`src/rtl/lzwe_ram.sv`:
```
// Generic simple dual-port RAM with registered read.
`default_nettype none
module lzwe_ram #(
    parameter int WIDTH = 8,
    parameter int DEPTH = 256
) (
    input  wire logic                     i_clk,
    input  wire logic                     i_we,
    input  wire logic [$clog2(DEPTH)-1:0] i_waddr,
    input  wire logic [WIDTH-1:0]         i_wdata,
    input  wire logic                     i_re,
    input  wire logic [$clog2(DEPTH)-1:0] i_raddr,
    output logic      [WIDTH-1:0]         o_rdata
);
    logic [WIDTH-1:0] r_mem [DEPTH];

    always_ff @(posedge i_clk) begin
        if (i_we) begin
            r_mem[i_waddr] <= i_wdata;
        end
        if (i_re) begin
            o_rdata <= r_mem[i_raddr];
        end
    end
endmodule
`default_nettype wire

```
`config.mk`:
```
export PLATFORM = sky130hd
export DESIGN_NAME = lzwe_ram
export DESIGN_NICKNAME = d
export VERILOG_FILES = /design/src/rtl/lzwe_ram.sv
export SDC_FILE = /design/constraint.sdc
export NUM_CORES = 2
export LEC_CHECK = 0
export BUFFER_PORTS_ARGS = -buffer_cell sky130_fd_sc_hd__buf_2
export CAP_MARGIN = 20
export CORE_MARGIN = 3
export CORE_UTILIZATION = 61
export DETAILED_ROUTE_END_ITERATION = 8
export GPL_ROUTABILITY_DRIVEN = 0
export HOLD_SLACK_MARGIN = 0.02
export MAX_ROUTING_LAYER = met4
export PLACE_DENSITY = 0.77
export SYNTH_ARGS = -nofsm -noshare
export SYNTH_HDL_FRONTEND = slang
export SYNTH_SLANG_ARGS = --single-unit
export TNS_END_PERCENT = 100
```
`constraint.sdc`:
```
create_clock -name i_clk -period 3.5 [get_ports i_clk]
set_input_delay 0.175 -clock i_clk [delete_from_list [all_inputs] [get_ports i_clk]]
set_output_delay 0.175 -clock i_clk [all_outputs]
set_load 0.05 [all_outputs]
```
Word-level counts from Yosys, hierarchy flattened
Memory sizes are Yosys's and may differ from the RTL's. A register that Yosys moved wholly into a read port is not among the register bits.
Cells that the tools add are included.

storage, ports and cells
  bits of input ports = 27
  memories = 1
  bits in writable memories = 2048
  output and inout port bits = 8
  logic and storage cells = 3
  register bits after elaboration = 0

operators by class
  mux-type cells = 2

memory list
  memory  depth  bits a word  read ports  clocked after memory_dff  write ports  RTL line  RTL
  r_mem   256    8            1           1                         1            15        logic [WIDTH-1:0] r_mem [DEPTH];

operator list
  operator           count
  two-way mux 1 bit  2

Logic depth before layout (Yosys ltp)
  word-level depth = 2
  gate-level depth with buffers = 11
  depth with buffers taken out = 6

Least setup slack after synthesis
Ideal clock, no wire load.

  path kind = input port to flip-flop
  start point = input i_raddr[0]
  end point = register o_rdata[2], read port of r_mem (data pin)
  stages on the path = 9
  library setup time = 0.269 ns
  slack = 1.249 ns
  data arrival time = 1.982 ns
  path buffers = 4
  required time = 3.231 ns
  cell sequence = buf_6 -> buf_12 -> buf_8 -> buf_2 -> mux4_2 -> a22oi_1 -> a21oi_1 -> nor4_1 -> nor4_2

RTL lines
  item         RTL line  RTL
  from (decl)  12        input wire logic [$clog2(DEPTH)-1:0] i_raddr,
  to (decl)    13        output logic [WIDTH-1:0] o_rdata

==> results.py <==
metrics = {
    "run_status": {
        "status": "complete, no violations",
    },
    "synth": {
        "synthCells": 3733,
        "async_reset_ff_share_pct": 0,
        "synth_edf_count": 2056,
        "syn_avg_cell_area_um2": 21.3,
        "yosysWarnings": 0,
        "yosysSeqAreaShare_pct": 77.5,
        "synth_most_common_cell": "edfxtp_1",
        "ys_types": 54,
        "synth_common_cells": "edfxtp_1, mux4_2, nor2_1",
        "synth.area.top_cells": "edfxtp_1, mux4_2, mux2i_1, nor2_1, a22oi_1",
        "synthFlopType": "edfxtp_1",
        "netlist_area_um2": 79600,
        "synth_top_area_cell": "edfxtp_1",
        "synth_fp_nets": 3760,
        "ys_ff_latch": 2056,
        "synth_top_area_share_pct": 77.5,
    },
    "pwr": {
        "p_switching_w": 0.0105,
        "p_leak_nw": 27.4,
        "power_density_nw_per_um2": 558,
        "internal_power_w": 0.0389,
        "p_total_w": 0.0493,
        "seqPwrFrac_pct": 55.1,
        "clkPwrFrac_pct": 39.7,
        "pwr-share-comb_pct": 5.1,
        "max-vdd-ir-drop_mv": 0.567,
        "swShare_pct": 21.2,
    },
    "clock_network": {
        "clockBufferDepth": 3,
        "root_buffer": "clkbuf_16",
        "htreeDepth": 4,
        "cts_setup_buffers": 0,
        "clock_latency_ns": 0.82,
        "cts_num_sinks": 2056,
        "cts_buffers": 191,
        "cts_tree": "built",
        "clk_pin_slew_ns": 0.06,
    },
    "routing": {
        "firstDrtPassIters": 6,
        "dr.first_iter.drc_count": 6507,
        "vias": 40200,
        "wl_per_cell_um": 33.2,
        "drt-vias-per-instance": 6.91,
        "drc_errors": 0,
        "ant_nets": 0,
        "wl_um": 193000,
    },
    "placement": {
        "place_area_um2": 82500,
        "dp_cells": 5457,
        "hpwl_um": 117000,
        "port_buffers": 34,
    },
    "hold_path": {
        "hold_class": "primary input to flop",
        "hp-start": "i_wdata[1]",
        "min_delay_worst_endpoint": "r_mem[243][1]$_DFFE_PP_",
        "hold_depth": 1,
    },
    "layout": {
        "finalNetCount": 3955,
        "finalInstanceArea_um2": 88500,
        "final_core_util_pct": 68.8,
        "seq_area_um2": 61700,
        "multi_input_area_um2": 16500,
        "drive_above_1_share_pct": 23.1,
        "fill_cells": 7505,
        "stdcell_count": 5821,
        "syn_to_final_growth_pct": 11.1,
    },
    "critical_path": {
        "critPathLaunch": "r_mem[101][0]$_DFFE_PP_",
        "crit_path_end_kind": "flop",
        "path_class": "flop to flop",
        "reg2reg_slack_ns": 0.38,
        "required_ns": 4.03,
        "reg2reg_depth": 6,
        "r2r-end": "o_rdata[0]$_DFFE_PP_",
        "start_kind": "flop",
        "worstPathMaxFanout": 1,
        "r2r_start": "r_mem[101][0]$_DFFE_PP_",
        "arrival_ns": 3.66,
    },
    "sta": {
        "clock_skew_ns": 0.0231,
        "setup_viol": 0,
        "rsz0062_at_grt": "no",
        "min_period_over_period_pct": 89.3,
        "max_slew_margin_pct": 25.4,
        "worst_slew_pin_slew_ns": 1.11,
        "slew_viol_final": 0,
        "finalHoldViolCount": 0,
        "fin_crit_ns": 3.12,
        "fmax_mhz": 320,
    },
    "grt": {
        "antenna_found_initial": 9,
        "grt_pass1_wl_um": 283000,
        "grt_pass1_vias": 40200,
        "grt_usage_pct": 30.0,
        "overflow": 0,
        "grt_max_degree": 142,
    },
    "floorplan": {
        "die_h_um": 367,
        "core-area_um2": 129000,
        "ios": 35,
        "chipWidth_um": 367,
        "start_util_pct": 61.9,
        "dieArea_um2": 135000,
        "rows": 131,
    },
    "run": {
        "max-cap-violations": 0,
    },
}
## critical path: stages (launching register included)
cell      delay [ns]
edfxtp_1        0.42
mux4_2          0.54
nor2b_1         0.17
a211oi_1        0.44
nor3_1          0.17
nor4_1          0.99
nor4_2          0.12
## metrics by stage
stage	TNS [ns]	worst slack, ns	hold WS, ns
6_report	0	0.376	0.0222
5_1_grt	0	0.425	0.0831
4_1_cts	0	0.419	0.0614
3_5_place_dp	-0.0746	-0.0746	0.552
3_3_place_gp	-0.0806	-0.0806	0.552
2_1_floorplan	0	1.25	0.274
## power groups by stage
stage | Sequential, W | Combinational (W) | Clock (W)
6_report | 0.0272 | 0.00254 | 0.0196
5_1_grt | 0.0272 | 0.00265 | 0.0207
3_3_place_gp | 0.0277 | 0.00244 | 0
3_5_place_dp | 0.0277 | 0.00248 | 0
2_1_floorplan | 0.0277 | 0.00132 | 0
4_1_cts | 0.0272 | 0.00252 | 0.0197
## state kept, by name, indices dropped and copies added (netlist names)
name and cells:
o_rdata 8, r_mem 2048
## worst max path at each step
| stage | endpoint | depth (start not counted) |
|---|---|---|
| after floorplan | o_rdata[2]$_DFFE_PP_ | 9 |
| after CTS | o_rdata[0]$_DFFE_PP_ | 6 |
| after global placement | o_rdata[0]$_DFFE_PP_ | 9 |
| final | o_rdata[0]$_DFFE_PP_ | 6 |
| after global routing | o_rdata[0]$_DFFE_PP_ | 6 |
| after detailed placement | o_rdata[0]$_DFFE_PP_ | 9 |
## cell usage in the layout, fill, tap and decap left out, drive strengths merged, types with 4 or more instances in the layout
| cell | Yosys | layout |
|---|---|---|
| a2111oi | 5 | 5 |
| a211oi | 16 | 16 |
| a21oi | 96 | 96 |
| a221oi | 14 | 14 |
| a22o | 8 | 8 |
| a22oi | 133 | 133 |
| and2 | 6 | 6 |
| buf | 122 | 220 |
| bufinv | 0 | 8 |
| clkbuf | 111 | 256 |
| clkinv | 1 | 86 |
| diode | 0 | 9 |
| dlygate4sd3 | 0 | 7 |
| edfxtp | 2056 | 2056 |
| inv | 1 | 7 |
| mux2i | 134 | 134 |
| mux4 | 456 | 456 |
| nand2 | 33 | 33 |
| nand2b | 8 | 8 |
| nand3 | 34 | 34 |
| nand4 | 10 | 10 |
| nor2 | 282 | 282 |
| nor2b | 31 | 31 |
| nor3 | 22 | 22 |
| nor4 | 27 | 27 |
| o211ai | 10 | 10 |
| o21ai | 12 | 12 |
| o221ai | 47 | 47 |
| o22a | 5 | 5 |
| o22ai | 28 | 28 |
| o32ai | 5 | 5 |
| or2 | 4 | 4 |
## kinds of logic (layout without fill, tap and decap cells)
logic type,count (synthesis),in the layout,synth area share (%)
flip-flops,2056,2056,77.5
multiplexers,591,591,14.6
AND/OR/NAND/NOR,466,466,2.63
AO/OA/AOI/OAI,385,385,3.42
buffers and inverters,235,585,1.83
other,0,9,0
## metal layers
metal | global-route usage, % | vias up | wire length [um]
li1 | - | 16100 | -
met1 | 40.6 | 20700 | 69300
met2 | 45.2 | 2896 | 92600
met3 | 7.11 | 497 | 23400
met4 | 11.5 | 0 | 8040
met5 | - | - | 0
## repair_timing
item | in CTS | in global routing
hold buffers | 7 | 0
resized for setup | 0 | 0
endpoints found under the hold margin | 202 | 0
## cell type report
type / instances / area share [%]
flip-flops and latches: 2056 / 69.8
well taps: 1729 / 2.45
diodes: 9 / 0.0255
repair buffers: 235 / 2.52
clock buffers: 248 / 5.74
multi-input cells: 1442 / 18.6
clock inverters: 100 / 0.839
inverters: 2 / 0.00849
Power figures use the tool's default switching activity.
