<file path="src/rtl/lzwe_pkg.sv">
// Package: shared types and constants of the hashed-dictionary LZW encoder.
`default_nettype none
package lzwe_pkg;
    localparam int CODE_W  = 16;
    localparam int NEXT_W  = 17;
    localparam int EPOCH_W = 8;
    localparam int SLOT_W  = EPOCH_W + CODE_W;
    localparam int KEY_W   = CODE_W + 8;
    localparam int X_W     = 25;                  // prefix*257 + byte
    localparam logic [NEXT_W-1:0] FIRST_CODE = NEXT_W'(256);
    localparam logic [4:0] MIN_BITS = 5'd9;
    localparam logic [4:0] BITS_CEIL = 5'd16;

    localparam logic [1:0] REG_CODE_BITS = 2'd0;
    localparam logic [1:0] REG_RESET_FULL = 2'd1;

    typedef struct packed {
        logic [7:0] data_byte;
        logic       end_of_stream;
    } t_in_item;

    typedef struct packed {
        logic [CODE_W-1:0] code_word;
        logic              final_code;
    } t_out_item;

    typedef struct packed {
        logic            push;
        t_out_item       item;
    } t_oq_push;
endpackage
`default_nettype wire

</file>
<file path="src/rtl/lzwe_hash.sv">
// Home slot of a (prefix, byte) pair: (prefix*257 + byte) mod HASH_ENTRIES, two stages.
`default_nettype none
module lzwe_hash import lzwe_pkg::*; #(
    parameter int HASH_ENTRIES = 131071
) (
    input  wire logic                            i_clk,
    input  wire logic [CODE_W-1:0]               i_prefix,
    input  wire logic [7:0]                      i_byte,
    output logic      [$clog2(HASH_ENTRIES)-1:0] o_home
);
    localparam int HW = $clog2(HASH_ENTRIES);
    localparam int SH = X_W + HW;                 // reciprocal scale
    localparam int MW = X_W + 2;
    localparam int QW = X_W + 1 - HW;
    localparam longint MREC = (64'd1 << SH) / HASH_ENTRIES + 1;
    localparam logic [X_W-1:0] HMOD = X_W'(HASH_ENTRIES);

    logic [X_W-1:0]    x;
    logic [X_W+MW-1:0] prod;
    logic [X_W-1:0]    r_x;
    logic [QW-1:0]     r_q;
    logic [X_W-1:0]    qh;

    assign x    = ({1'b0, i_prefix, 8'd0} + {9'd0, i_prefix}) + {17'd0, i_byte};
    assign prod = {{MW{1'b0}}, x} * {{X_W{1'b0}}, MW'(MREC)};
    assign qh   = {{(X_W-QW){1'b0}}, r_q} * HMOD;

    always_ff @(posedge i_clk) begin
        r_x    <= x;
        r_q    <= prod[SH +: QW];
        o_home <= HW'(r_x - qh);
    end
endmodule
`default_nettype wire

</file>
<file path="config.mk">
export PLATFORM = sky130hd
export DESIGN_NAME = lzwe_hash
export DESIGN_NICKNAME = d
export VERILOG_FILES = /design/src/rtl/lzwe_pkg.sv /design/src/rtl/lzwe_hash.sv
export SDC_FILE = /design/constraint.sdc
export NUM_CORES = 1
export LEC_CHECK = 0
export BUFFER_PORTS_ARGS = -buffer_cell sky130_fd_sc_hd__buf_4
export CAP_MARGIN = 15
export CORE_UTILIZATION = 40
export CTS_CLUSTER_DIAMETER = 80
export DETAILED_ROUTE_END_ITERATION = 10
export PLACE_DENSITY = 0.71
export REMOVE_ABC_BUFFERS = 1
export SLEW_MARGIN = 15
export SYNTH_ARGS = -nofsm -noshare
export SYNTH_HDL_FRONTEND = slang
export SYNTH_SLANG_ARGS = --single-unit
export TNS_END_PERCENT = 5
</file>
<file path="constraint.sdc">
create_clock -name i_clk -period 5.7 [get_ports i_clk]
set_clock_uncertainty 0.05 [all_clocks]
set_input_delay 0.57 -clock i_clk [delete_from_list [all_inputs] [get_ports i_clk]]
set_output_delay 0.57 -clock i_clk [all_outputs]
set_load 0.05 [all_outputs]
</file>
After elaboration in Yosys (flattened, before gate mapping)
Index checks and enable logic that the tools add are counted.

storage, ports and cells
  bits in registers = 43
  word-level logic and storage cells = 8

operators by class
  $add $sub $neg = 3
  multiply operators = 2

operators by type and width
  kind                    count
  $mul 25x26->51 const B  1
  $add 24x16->25          1
  $add 25x8->25           1
  $mul 9x17->17 const B   1
  $sub 17x17->17          1

Logic depth before layout (Yosys ltp)
  word-level depth = 3
  mapped depth = 27

Worst setup path after synthesis
No wires, ideal clock.

  path type = input port to flip-flop
  start = input i_prefix[0]
  end = register r_q[6]
  library setup time = 0.128 ns
  data arrival time = 5.385 ns
  required time = 5.522 ns
  path slack = 0.137 ns
  stages = 25
  cell sequence = ha_1 > fa_1 > a211oi_1 > o211ai_1 > nand3_1 > nand3_1 > and2_1 > o311ai_2 > ha_1 > ha_1 > inv_1 > fa_1 > inv_1 > ha_1 > ha_1 > o21ai_0 > a211oi_1 > o21ai_0 > nand3_1 > o211ai_1 > nor4b_2 > and4_1 > buf_2 > nand4b_1 > xnor2_1

on the way
  cells in the longest elaborated chain, start to end = 3

RTL lines
  element               RTL line         text
  from (decl)           lzwe_hash.sv:7   input wire logic [CODE_W-1:0] i_prefix,
  $add 24x16->25        lzwe_hash.sv:24  assign x = ({1'b0, i_prefix, 8'd0} + {9'd0, i_prefix}) + {17'd0, i_byte};
  $add 25x8->25         lzwe_hash.sv:24
  net x[16]             lzwe_hash.sv:18  logic [X_W-1:0] x;
  $mul 25x26->51        lzwe_hash.sv:25  assign prod = {{MW{1'b0}}, x} * {{X_W{1'b0}}, MW'(MREC)};
  net prod[48]          lzwe_hash.sv:19  logic [X_W+MW-1:0] prod;
  to (signal assigned)  lzwe_hash.sv:30  r_q <= prod[SH +: QW];
  to (decl)             lzwe_hash.sv:21  logic [QW-1:0] r_q;

The timed path passes the listed nets, and every way through them passes these cells.

Final worst setup path
  start = input i_prefix[0]
  end = register r_q[2]

Same word-level chain as after synthesis.

==> summary.md <==
| Metric | Value |
|---|---|
| Status | completed |
| Die area | approximately 0.014 sq mm |
| Synth Warn # | 0 |
| Max frequency | 185.1 MHz |
| Vias | 4,286 |
| Synth area leaders | ha_1 32%, dfxtp_1 16%, fa_1 14% |
| Chip height | 117.4 um |
| Placed cells | roughly 800 |
| Drt first pass iters | 4 |
| Avg WL per Cell | between 15 and 20 um |
| Synthesized instance count | 556 |
| Synthesized area | 0.005329 sq mm |
| Rows | 41 |
| Slew margin rel. | 47.05% |
| Skew-Pair Late Insertion Delay | about 290 ps |
| CP endpoint kind | register |
| Main flop type after synthesis | dfxtp_1 |
| IO Pins | 42 |
| DRC violations left | 0 |
| Sequential cell area fraction in the yosys report | 16.15% |
| CTS Buf Count | 5 |
| EDFF count, synth | 0 |
| Total grt overflow | 0 |
| Most common cell after layout, fill and taps aside | ha_1 |
| Clock-pin slew on the worst setup and hold paths | 60 ps |
| Fin. Hold Viols | 0 |
| Layout cell share with drive strength beyond 1 | 16.90% |
| Max-cap violations | 0 |
| First-pass GRT wire length | about 21,000 um |
| Starting Density | 41.55% |
| Least-Margin Pin Slew | 792.3 ps |
| Asr flop ratio synth | 0% |
| Critical path fanouts, max | 6 |
| Clock sink total | 43 |
| Placer congestion estimate | roughly 0.91 |
| Hold Crit Class | reg -> reg |
| Post-synthesis cell type count | between 50 and 60 |
| Pin count of the biggest net entering global routing | 14 |
| CTS tree | done |
| Synth Area per Inst | ~9.6 sq um |
| Global Route Usage Sum | roughly 18% |
| Final period util | 94.76% |
| Worst EP required | 5840 ps |
| Post-Layout Cell Count | a little over 800 |
| CORE AREA | between 0.01 and 0.015 sq mm |
| Final Hold Slack | about 520 ps |
| Initial antenna violation count | 0 |
| Post-route minimum period | ~5400 ps |
| Worst setup margin | 298.7 ps |
| R2R depth | 14 |
| Final Max Slew Viols | 0 |
| Hold path depth | 2 |
| CP startpoint kind | input port |
| Leading cell types in the layout, fill and taps excluded | 136 x ha_1, 80 x buf_4, 78 x inv_1 |
| Vias in the first global route | approximately 4,400 |
| I/O Buffers | 41 |
| Via density | 5.285 |
| Area grow syn2layout | 19.77% |
| H-tree depth | 2 |
| Max Buffers Root-to-Sink | 2 |
| CTS Root Cell | clkbuf_16 |
| Post-CTS Setup Bufs | 0 |
| Setup WS pre-CTS | -280.8 ps |
| Multi-input gate area | 0.004224 sq mm |
| Fill count | 1,187 |
| Synth Register Bits | 43 |
| Register area | 860.8 sq um |
| Detail Route Antenna Nets | 0 |
| Yosys top cell area share | 32.40% |
| Iteration-0 DRC Markers | a little over 200 |
| Net count, final | 838 |
| Routed WL | around 12,000 um |
| Hpwl dp | between 10,000 and 15,000 um |
| Inserted Diodes | 0 |
| Final setup fails | 0 |
| Width of the die | 117.4 um |
| Crit path DAT | 5540 ps |
| Leading area contributor after synthesis | ha_1 |
| WS Path Type | in -> reg |
[synth_stat cells (2+ instances only)]
library cell  instances
a2111oi_0             3
a2111oi_2             2
a211oi_1              9
a21o_1               11
a21oi_1              29
a311oi_1              2
a31oi_1               2
and2_1                3
and3_1                6
and4_1                2
buf_2                 2
clkbuf_1              2
dfxtp_1              43
fa_1                 37
ha_1                138
inv_1                78
nand2_1              26
nand2b_1              2
nand3_1              15
nand3b_1              2
nand4_1               8
nor2_1               18
nor2b_1               2
nor3_1                9
o211ai_1              6
o21a_1                4
o21ai_0              16
o21ai_1               4
o21bai_1              7
o31ai_1               2
or3_1                 2
xnor2_1              29
xor2_1               13
[routing by layer]
metal | vias up | track usage [%] | share of wire [%]
met5 | - | 0 | 0
met4 | 0 | 6.412 | 2.4
met3 | 28 | 2.383 | 3.6
met2 | 100 | 33.76 | 51
met1 | 2037 | 21.94 | 43
li1 | 2121 | - | -
[layout make-up]
| class | count | area share [%] |
|---|---|---|
| multi-input combinational | 430 | 66.18 |
| sequential | 43 | 13.49 |
| timing repair buffer | 80 | 9.410 |
| inverter | 78 | 4.587 |
| tap | 172 | 3.372 |
| clock buffer | 6 | 2.019 |
| clock inverter | 2 | 0.9410 |
[repair_timing]
action | 4_1_cts | 5_1_grt
endpoints found under the setup margin | 2 | 7
cloned | 0 | 0
hold buffers | 0 | 0
pin swaps | 0 | 15
gates resized for setup | 1 | 14
[logic make-up after synthesis]
logic type | synth area share (%)
buf+inv | 5.893
other cells | 0.07037
mux | 0.3991
xor+xnor | 6.903
fa+ha+maj | 46.49
simple gates | 10.14
compound gates | 13.95
flops | 16.15
[registers in the layout, summed over array words and instances, names as in the netlist]
register	cells
r_q	9
r_x	17
o_home	17
[worst max-delay path, stage by stage]
cell	delay, ps
buf_4	110
ha_2	190
fa_2	380
a211oi_2	230
o211ai_1	130
nand3_1	140
buf_4	140
a21oi_1	90
a2111oi_4	400
inv_1	140
ha_1	330
ha_1	300
ha_1	230
ha_1	190
ha_1	270
nand3_1	120
nor2_1	150
nand3_1	110
nor3_2	190
o211ai_1	110
nor4b_2	380
and4_4	330
nand2_1	100
xnor2_1	220
[per-stage QoR]
stage	TNS, ps	util (%)	cell area [sq um]
2_1_floorplan	0	-	5308
3_3_place_gp	-282.2	47.75	6123
3_5_place_dp	-1719	47.75	6123
4_1_cts	0	49.23	6314
5_1_grt	-1.118	49.77	6382
6_report	0	49.77	6382
[worst paths after layout]
path	to	slack (ps)	from
hold reg to reg	o_home[0]	520	r_x[0]
hold / removal	o_home[0]	520	r_x[0]
setup reg to reg	o_home[16]	550	r_q[4]
setup / recovery	r_q[2]	300	i_prefix[0]
Power is left out: the tool's default activity adds up to more than one toggle a clock period on the data nets, which glitch-free logic cannot reach.
