[config.mk]
export PLATFORM = sky130hd
export DESIGN_NAME = lzwe_oq
export DESIGN_NICKNAME = d
export VERILOG_FILES = /design/src/rtl/lzwe_pkg.sv /design/src/rtl/lzwe_oq.sv
export SDC_FILE = /design/constraint.sdc
export NUM_CORES = 1
export LEC_CHECK = 0
export BUFFER_PORTS_ARGS = -buffer_cell sky130_fd_sc_hd__clkbuf_2
export CAP_MARGIN = 20
export CORE_MARGIN = 5
export CORE_UTILIZATION = 56
export CTS_BUF_LIST = sky130_fd_sc_hd__clkbuf_16
export DETAILED_ROUTE_END_ITERATION = 10
export GPL_ROUTABILITY_DRIVEN = 1
export PLACE_DENSITY = 0.78
export SLEW_MARGIN = 20
export SYNTH_ARGS = -nofsm -noshare
export SYNTH_HDL_FRONTEND = slang
export SYNTH_SLANG_ARGS = --single-unit
[constraint.sdc]
create_clock -name i_clk -period 2.3 [get_ports i_clk]
set_input_delay 0.46 -clock i_clk [delete_from_list [all_inputs] [get_ports i_clk]]
set_output_delay 0.46 -clock i_clk [all_outputs]
set_load 0.005 [all_outputs]
[src/rtl/lzwe_pkg.sv]
// Package: shared types and constants of the hashed-dictionary LZW encoder.
`default_nettype none
package lzwe_pkg;
    localparam int CODE_W  = 16;
    localparam int NEXT_W  = 17;
    localparam int EPOCH_W = 8;
    localparam int SLOT_W  = EPOCH_W + CODE_W;
    localparam int KEY_W   = CODE_W + 8;
    localparam int X_W     = 25;                  // prefix*257 + byte
    localparam logic [NEXT_W-1:0] FIRST_CODE = NEXT_W'(256);
    localparam logic [4:0] MIN_BITS = 5'd9;
    localparam logic [4:0] BITS_CEIL = 5'd16;

    localparam logic [1:0] REG_CODE_BITS = 2'd0;
    localparam logic [1:0] REG_RESET_FULL = 2'd1;

    typedef struct packed {
        logic [7:0] data_byte;
        logic       end_of_stream;
    } t_in_item;

    typedef struct packed {
        logic [CODE_W-1:0] code_word;
        logic              final_code;
    } t_out_item;

    typedef struct packed {
        logic            push;
        t_out_item       item;
    } t_oq_push;
endpackage
`default_nettype wire

[src/rtl/lzwe_oq.sv]
// Four-item output queue between the encoder core and the result channel.
`default_nettype none
module lzwe_oq import lzwe_pkg::*; (
    input  wire logic      i_clk,
    input  wire logic      i_rst_n,
    input  wire t_oq_push  i_push,
    output logic           o_valid,
    input  wire logic      i_ready,
    output t_out_item      o_item,
    output logic [2:0]     o_count
);
    t_out_item  r_buf [4];
    logic [1:0] r_wp, r_rp;
    logic [2:0] r_count;
    logic       pop;

    assign pop     = o_valid && i_ready;
    assign o_valid = (r_count != 3'd0);
    assign o_item  = r_buf[r_rp];
    assign o_count = r_count;

    always_ff @(posedge i_clk) begin
        if (!i_rst_n) begin
            r_wp    <= 2'd0;
            r_rp    <= 2'd0;
            r_count <= 3'd0;
        end else begin
            if (i_push.push) begin
                r_buf[r_wp] <= i_push.item;
                r_wp        <= r_wp + 2'd1;
            end
            if (pop) begin
                r_rp <= r_rp + 2'd1;
            end
            r_count <= r_count + {2'd0, i_push.push} - {2'd0, pop};
        end
    end
endmodule
`default_nettype wire

* Word-level counts from Yosys, hierarchy flattened
Memories as Yosys holds them, arrays and structs flattened. A register that Yosys moved wholly into a read port is not among the register bits.
Index checks and enable logic that the tools add are counted.
** Storage, ports and cells
- Input port bits :: 21
- Register bits after elaboration :: 7
- Word-level logic and storage cells :: 15
- Output and inout bits :: 21
- Bits in writable memories :: 68
- Memories kept :: 1
** Cells by class
- Reduce and logical (&&, ||, !) cells :: 2
- Mux-type cells :: 5
- Add/sub/neg operators :: 4
** Memories
- r_buf :: depth 4, bits a word 17, rd ports 1, clocked after memory_dff 1, write ports 1, RTL line lzwe_oq.sv:12 : t_out_item r_buf [4];
** Operators by type and width (count)
- $add 2x1->2 const B :: 2
- $mux 2 :: 2
- $add 3x1->3 :: 1
- $mux 1 :: 3
- $reduce_bool 3->1 :: 1
- $sub 3x1->3 :: 1
- $logic_and 1x1->1 :: 1

* Depth between registers and ports, before layout
Gate-level depths: netlist (run 1).
- Depth after elaboration :: 4
- Mapped depth :: 7
- Gate-level depth less buffers :: 7

* Worst setup path after synthesis (run 1)
No wires, ideal clock.
- Path type :: register to register
- Start point :: register r_count[1] (netlist: o_count[1])
- End point :: register r_count[2] (netlist: o_count[2])
- Data required time :: 2.185 ns
- Period minus slack after synthesis :: 1.950 ns
- Setup time :: 0.115 ns
- Path slack :: 0.350 ns
- Stages on the path, launching flop included :: 8
- Data arrival time :: 1.836 ns
- Cell sequence :: dfxtp_1 -> o31a_1 -> ha_1 -> inv_1 -> ha_1 -> fa_1 -> xnor3_1 -> and2_1
** On the way
- Cells in the longest elaborated chain, start to end :: 3
** Ends and longest elaborated chain
- start: declaration :: RTL line lzwe_oq.sv:14 : logic [2:0] r_count;
- start signal: assignment :: RTL line lzwe_oq.sv:35 : r_count <= r_count + {2'd0, i_push.push} - {2'd0, pop};
- $reduce_bool 3->1 :: RTL line lzwe_oq.sv:18 : assign o_valid = (r_count != 3'd0);
- $logic_and 1x1->1 :: RTL line lzwe_oq.sv:17 : assign pop = o_valid && i_ready;
- net pop :: RTL line lzwe_oq.sv:15 : logic pop;
- $sub 3x1->3 :: RTL line lzwe_oq.sv:35
The timed path passes the listed nets, and every way through them passes these cells.
A chain may end at the register's enable or synchronous reset.

==> impl_metrics.tcl, run 1 <==
set metrics [dict create \
    status "completed" \
    die_w_um 82.8 \
    met2_usage_pct 28.7 \
    first_pass_iters 4 \
    holdPathStages 1 \
    holdWs_ns 0.351 \
    drt_iter0_markers 78 \
    viasPerCell 5.41 \
    drive_gt1_share_pct 35.9 \
    drtAntennaViolNets 0 \
    finalSetupViolations 0 \
    p_per_area_mw_per_mm2 1040 \
    io_pins 42 \
    vdd_drop_max_uv 676 \
    use_met3_pct 5.29 \
    wl_per_cell_um 19.2 \
    avgSynthCellArea_um2 22.1 \
    yosysWarningCount 0 \
    met1_usage_pct 20.0 \
    min_path_type "input pin to register" \
    min_from "i_push[7]" \
    synth.distinct_cells 22 \
    finalNetCount 215 \
    cts-resized-gates 0 \
    clock-root-buffer "clkbuf_16" \
    area_delta_synth_final_pct 20.7 \
    instances_no_fill 262 \
    rows 26 \
    cts_tree "yes" \
    core_mm2 0.00514 \
    cp_data_arrival_time_ns 1.74 \
    fin_crit_ns 2.20 \
    rsz0062_at_grt "false" \
    vias 1417 \
    fmax_mhz 454 \
    crit_required_ns 1.84 \
    place.gp.congestion 0.688 \
    cp_max_fo 17 \
    post-route-period-util_pct 95.7 \
    grt_max_degree 18 \
    placed_area_mm2 0.00327 \
    clk_latency_ns 0.33 \
    syn_nets 162 \
    grt_pass1_wl_mm 7.93 \
    yosysSeqAreaShare_pct 74.9 \
    r2r_start "o_count[1]" \
    path_clk_slew_ns 0.06 \
    antenna_cells 0 \
    ys_seq_elements 77 \
    place_inst 246 \
    postCtsSetupBuffers 0 \
    cp-start-kind "register" \
    grt_pass1_vias 1545 \
    cts_buffers 9 \
    fin_area_mm2 0.00358 \
    syn-instance-count 134 \
    postCtsHoldBufs 0 \
    finalWirelength_mm 5.03 \
    hold_end "r_buf[1][7]" \
    crit_chain "buf_4 > mux4_1 > clkbuf_2" \
    slew_headroom_pct 69.9 \
    grt-ovfl-total 0 \
    die-area_mm2 0.00685 \
    r2r_cells 7 \
    dp_hpwl_mm 3.27 \
    antenna_found_initial 0 \
    top_usage_layer "met2" \
    fin_skew_ns 0.00486 \
    io_buffers 41 \
    power.leakage_nw 1.33 \
    crit_path_top_delay_cell "mux4_1" \
    final_hold_viol_count 0 \
    end_kind "output pin" \
    drv_slew 0 \
    drc 0 \
    rrSetupSlack_ns 0.24 \
    htree_levels 3 \
    slowest_delay_ns 0.64 \
    maxCapViolCount 0 \
    tightest_slew_ns 0.445 \
    clockBufferDepth 2 \
    grt_usage_pct 17.1 \
    regToRegEndpoint "o_count[2]" \
    syn_area_mm2 0.00297 \
    die_h_um 82.8 \
    numClockSinks 77 \
    crit_type "register to output pin" \
    initial_utilization_pct 57.7 \
    fin_setup_tns_ns 0 \
]
==> per-layer routing <==
layer	vias to the layer above	wire (um)
li1	650	-
met1	715	2010
met2	42	2680
met3	10	218
met4	0	125
met5	-	0
==> sequential cells by signal, summed over array words and instances (netlist names), named ones only <==
signal,cells
r_wp,2
r_rp,2
o_count,3
r_buf,68
==> worst max-delay path, delay by kind of cell (launching register included) <==
| family | cells | cell delay [ns] |
|---|---|---|
| flops | 1 | 0.33 |
| buf+inv | 2 | 0.45 |
| mux | 1 | 0.64 |
==> final cells by class <==
type | instances | area [um2]
Fill cell | 357 | 1560
Tap cell | 70 | 87.6
Multi-Input combinational cell | 46 | 676
Inverter | 6 | 22.5
Timing Repair Buffer | 47 | 263
Sequential cell | 77 | 2220
Clock inverter | 7 | 82.6
Clock buffer | 9 | 225
==> kinds of logic (layout without fill, tap and decap cells) <==
logic type	count (synthesis)	count (layout)	synth area share, %
buffers and inverters	11	69	2.28
and+or+nand+nor	14	14	2.78
adders and majority gates	7	7	3.21
muxes	21	21	15.1
AOI/OAI and AO/OA	2	2	0.591
DFF	77	77	74.9
xor gates and xnor gates	2	2	1.05
==> through the flow <==
stage / power (mW) / setup slack [ns] / util (%)
floorplan: 2.11 / 0.350 / -
global placement: 2.28 / 0.331 / 63.6
global route: 3.88 / 0.0252 / 69.6
finish: 3.72 / 0.0991 / 69.6
CTS: 3.77 / 0.0380 / 69.6
detailed placement: 2.32 / 0.256 / 63.6
==> cells in the mapped netlist <==
cell type,instances,area share [%]
edfxtp_1,68,69
mux4_2,10,7.6
dfxtp_1,9,6.1
mux4_1,7,6.2
ha_1,6,2.5
inv_1,6,0.76
and2_1,4,0.84
and3_1,4,0.84
mux2i_1,4,1.4
buf_2,2,0.34
nand2_1,2,0.25
nand2b_1,2,0.42
buf_12,1,0.68
buf_6,1,0.38
clkbuf_1,1,0.13
fa_1,1,0.68
nor2b_1,1,0.21
o311ai_0,1,0.30
o31a_1,1,0.30
or3_1,1,0.21
xnor3_1,1,0.76
xor2_1,1,0.30
==> placed cells by master, fill, tap and decap left out, drive strengths merged, types with 4 or more instances in the layout <==
cell,instances
ha,6
mux4,17
clkbuf,50
and3,4
mux2i,4
edfxtp,68
dfxtp,9
and2,4
buf,6
inv,8
==> worst max-delay path by stage <==
stage | slack, ns | end | from
floorplan | 0.35 | o_count[2] | o_count[1]
global placement | 0.33 | o_count[2] | i_ready
detailed placement | 0.26 | o_count[2] | i_ready
CTS | 0.04 | o_item[2] | register
global route | 0.03 | o_item[2] | register
finish | 0.1 | o_item[2] | register
==> power by group <==
group | switching (mW) | internal [mW] | total (mW)
clock | 0.500 | 0.933 | 1.43
sequential | 0.0579 | 1.60 | 1.66
combinational | 0.271 | 0.352 | 0.623
total | 0.829 | 2.89 | 3.72
No activity file was read; power rests on OpenSTA's default activity.
==> run 2: changes to the inputs <==
Settings changed: CORE_ASPECT_RATIO set to 1.75, CORE_UTILIZATION 56 to 60, CTS_BUF_LIST sky130_fd_sc_hd__clkbuf_16 to sky130_fd_sc_hd__clkbuf_4 sky130_fd_sc_hd__clkbuf_8, PLACE_DENSITY 0.78 to 0.83.
Clock period 2.3 ns to 2.73 ns, I/O delays scaled along.
==> impl_metrics.tcl, run 2 (synthesis results as in run 1) <==
set metrics [dict create \
    status "completed" \
    end_kind "output pin" \
    postCtsHoldBufs 0 \
    cts_tree "yes" \
    die-area_mm2 0.00650 \
    die_h_um 103 \
    viasPerCell 5.70 \
    combinationalPowerShare_pct 18.8 \
    drive_gt1_share_pct 36.5 \
    cp-start-kind "register" \
    rows 34 \
    cp_data_arrival_time_ns 1.70 \
    fin_setup_tns_ns 0 \
    power_mw 2.66 \
    grt_usage_pct 16.6 \
    io_pins 42 \
    cts_buffers 9 \
    worst_slack_ns 0.479 \
    grt_pass1_vias 1501 \
    holdWs_ns 0.432 \
    slowest_delay_ns 0.61 \
    vias 1386 \
    largest_reg_flops 68 \
    wl_per_cell_um 19.9 \
    drv_slew 0 \
    final_core_util_pct 69.5 \
    cts-resized-gates 0 \
    p_per_area_mw_per_mm2 784 \
    antenna_found_initial 0 \
    crit_type "register to output pin" \
    clock-root-buffer "clkbuf_8" \
    post-route-period-util_pct 82.4 \
    drc 0 \
    fin_crit_ns 2.25 \
    tightest_slew_ns 0.858 \
    fmax_mhz 444 \
    postCtsSetupBuffers 0 \
    core_mm2 0.00489 \
    grt-ovfl-total 0 \
    fill_cells 296 \
    layout_common_cells "edfxtp_1 (68), clkbuf_2 (41), clkbuf_8 (11)" \
    grt_pass1_wl_mm 7.78 \
    power.leakage_nw 1.25 \
    cp_max_fo 17 \
    p_int_mw 2.04 \
    switching_share_pct 23.4 \
    vdd_drop_max_uv 677 \
    min_path_type "input pin to register" \
    slew_headroom_pct 42.8 \
    regMostFlops "r_buf" \
    htree_levels 3 \
    clkPwrFrac_pct 28.5 \
    clk_latency_ns 0.33 \
    fin_skew_ns 0.00612 \
    clockBufferDepth 2 \
    drtAntennaViolNets 0 \
    finalNetCount 212 \
    area_delta_synth_final_pct 14.6 \
    rsz0062_at_grt "false" \
    io_buffers 41 \
    final_common_cell "edfxtp_1" \
    p_switching_mw 0.623 \
    dp_hpwl_mm 3.31 \
    crit_path_top_delay_cell "mux4_1" \
    pwr-share-seq_pct 52.7 \
    antenna_cells 0 \
    die_w_um 63.1 \
    numClockSinks 77 \
    path_clk_slew_ns 0.07 \
    finalSetupViolations 0 \
    crit_required_ns 2.18 \
    finalWirelength_mm 4.82 \
    initial_utilization_pct 60.6 \
    grt_max_degree 18 \
    drt_iter0_markers 37 \
    final_hold_viol_count 0 \
    place.gp.congestion 0.747 \
    crit_chain "buf_4 > mux4_1 > clkbuf_2" \
    maxCapViolCount 0 \
    first_pass_iters 4 \
    dp_slack_ns 0.611 \
]
## run 2: routing by layer
metal	track usage [%]	routed length [um]	up-vias
met5	0	0	-
met4	8.33	102	0
met3	4.91	242	9
met2	29.1	2690	44
met1	18.3	1800	690
li1	-	-	643
## run 2: metrics by stage
stage / std cells / cell area, um2
floorplan: 134 / 2970
global placement: 227 / 3220
detailed placement: 227 / 3220
CTS: 243 / 3400
global route: 243 / 3400
finish: 243 / 3400
## run 2: power by group through the flow
stage | sequential [mW] | clock (mW) | combinational (mW)
floorplan | 1.40 | 0 | 0.370
global placement | 1.42 | 0 | 0.485
detailed placement | 1.43 | 0 | 0.509
CTS | 1.40 | 0.775 | 0.511
global route | 1.42 | 0.831 | 0.555
finish | 1.40 | 0.758 | 0.502
## run 2: final timing paths
check / startpoint / to / slack, ns / cells after the start
max: register / o_item[4] / 0.48 / 3
min: i_push[3] / r_buf[1][3] / 0.43 / 1
max reg2reg: o_count[1] / o_count[2] / 0.68 / 7
min reg2reg: r_rp[1] / r_rp[1] / 0.51 / 2
## run 2: cell type report
| class | count | area, um2 | area share (%) |
|---|---|---|---|
| repair buffers | 44 | 228 | 6.70 |
| multi-input cells | 46 | 676 | 19.9 |
| inverters | 6 | 22.5 | 0.663 |
| flip-flops and latches | 77 | 2220 | 65.4 |
| well taps | 54 | 67.6 | 1.99 |
| clock inverters | 2 | 8.76 | 0.258 |
| clock buffers | 14 | 174 | 5.12 |
## run 2: worst max-delay path, delay by kind of cell, from the launching register on
kind	cells	cell delay [ns]
mux	1	0.61
buf+inv	2	0.43
flops	1	0.32
==> run 3: changes to the inputs <==
Settings changed: ABC_AREA set to 1, CORE_UTILIZATION 60 to 53, PLACE_DENSITY 0.83 to 0.77.
Clock period 2.73 ns to 1.9 ns, I/O delays scaled along.
==> impl_metrics.tcl, run 3 <==
set metrics [dict create \
    grt_usage_pct 15.2 \
    die-area_mm2 0.00741 \
    regMostFlops "r_buf" \
    top_usage_layer "met2" \
    power.leakage_nw 1.35 \
    path_buf_inv 2 \
    yosysMostFrequentCell "edfxtp_1" \
    clockBufferDepth 2 \
    area_delta_synth_final_pct 16.2 \
    antenna_cells 0 \
    crit_chain "buf_6 > o21ai_0 > o22ai_1 > clkbuf_2" \
    htree_levels 3 \
    power_mw 4.18 \
    p_per_area_mw_per_mm2 1180 \
    tightest_slew_ns 0.290 \
    viasPerCell 5.05 \
    io_buffers 41 \
    use_met3_pct 4.06 \
    synthFlopType "edfxtp_1" \
    drive_gt1_share_pct 27.0 \
    slowest_delay_ns 0.38 \
    met2_usage_pct 25.7 \
    syn_nets 253 \
    vdd_drop_max_uv 797 \
    cts_buffers 9 \
    core_mm2 0.00559 \
    dp_hpwl_mm 3.38 \
    drtAntennaViolNets 0 \
    synth.largest_area_cell "edfxtp_1" \
    grt_pass1_wl_mm 8.00 \
    finalSetupViolations 0 \
    vias 1804 \
    crit_path_top_delay_cell "dfxtp_2" \
    clk_latency_ns 0.33 \
    maxCapViolCount 0 \
    min_path_type "input pin to register" \
    worst_slack_ns 0.120 \
    end_kind "output pin" \
    post-route-period-util_pct 93.7 \
    cp-start-kind "register" \
    final_common_cell "edfxtp_1" \
    fill_cells 451 \
    cts_tree "yes" \
    status "completed" \
    crit_required_ns 1.52 \
    fin_setup_tns_ns 0 \
    first_pass_iters 4 \
    dp_slack_ns 0.0956 \
    crit_family "flip-flops" \
    avgSynthCellArea_um2 13.5 \
    yosysSeqAreaShare_pct 73.1 \
    synthTopCellsByArea "edfxtp_1 (67%), dfxtp_1 (5.9%), nor2_1 (5.3%)" \
    async_flop_share_pct 0 \
    netlist_top_cells_count "edfxtp_1 (68), nor2_1 (43), o22ai_1 (17)" \
    rrSetupSlack_ns 0.15 \
    antenna_found_initial 0 \
    die_h_um 110 \
    ys_seq_elements 77 \
    finalWirelength_mm 5.20 \
    rows 36 \
    syn-instance-count 225 \
    fin_area_mm2 0.00353 \
    final_hold_viol_count 0 \
    wl_per_cell_um 14.6 \
    placed_area_mm2 0.00331 \
    crit_type "register to output pin" \
    drv_slew 0 \
    synth-edff-count 68 \
    postCtsHoldBufs 0 \
    place.gp.congestion 0.718 \
    io_pins 42 \
    drc 0 \
    rsz0062_at_grt "false" \
    path_clk_slew_ns 0.07 \
    grt-ovfl-total 0 \
    synth.distinct_cells 19 \
    fin_skew_ns 0.00647 \
    cp_max_fo 22 \
    grt_max_degree 35 \
    grt_pass1_vias 1790 \
    finalNetCount 304 \
    cp_data_arrival_time_ns 1.40 \
    yosysWarningCount 0 \
    fmax_mhz 562 \
    syn_area_mm2 0.00304 \
    slew_headroom_pct 80.7 \
    die_w_um 67.3 \
    drt_iter0_markers 76 \
    synth_top_area_share_pct 67.2 \
    initial_utilization_pct 54.4 \
    largest_reg_flops 68 \
    met1_usage_pct 16.7 \
    postCtsSetupBuffers 0 \
    numClockSinks 77 \
    layout_common_cells "edfxtp_1 (68), nor2_1 (43), clkbuf_2 (41)" \
    clock-root-buffer "clkbuf_8" \
    fin_crit_ns 1.78 \
]
-- run 3: what timing repair did --
action / in CTS / in global routing
gates cloned: 0 / 0
gates resized for setup: 1 / 3
endpoints found under the setup margin: 1 / 8
-- run 3: layout make-up --
cell class,instances,area (um2),share of cell area [%]
Inverter,17,71.3,2.02
Timing Repair Buffer,49,269,7.62
Multi-Input combinational cell,122,664,18.8
Clock inverter,6,77.6,2.20
Sequential cell,77,2220,62.9
Tap cell,76,95.1,2.69
Clock buffer,10,131,3.72
-- run 3: report_power, final --
| part | internal, mW | switching, mW |
|---|---|---|
| clock network | 0.740 | 0.516 |
| logic | 0.375 | 0.569 |
| registers | 1.93 | 0.0526 |
| total | 3.05 | 1.14 |
-- run 3: worst paths after layout --
path	from	endpoint	depth (start not counted)
worst max-delay path	register	o_item[5]	4
worst max register to register	o_count[1]	o_count[2]	8
worst min register to register	r_rp[0]	r_rp[0]	2
worst min-delay path	i_push[12]	r_buf[0][12]	1
-- run 3: metrics by stage --
step	utilization, %	instances	hold WS (ns)
2_1_floorplan	-	225	0.448
4_1_cts	63.1	357	0.244
5_1_grt	63.2	357	0.246
3_5_place_dp	59.3	341	0.503
3_3_place_gp	59.3	341	0.494
6_report	63.2	357	0.259
-- run 3: routing by layer --
metal	wire, um	vias up
li1	-	912
met1	2110	838
met2	2730	45
met3	257	9
met4	107	0
met5	0	-
-- run 3: cells by family after synthesis --
family                     share of synthesized area [%]
buffers and inverters                               5.06
and+or+nand+nor                                     7.00
AOI/OAI and AO/OA                                   11.7
DFF                                                 73.1
adders and majority gates                           3.13
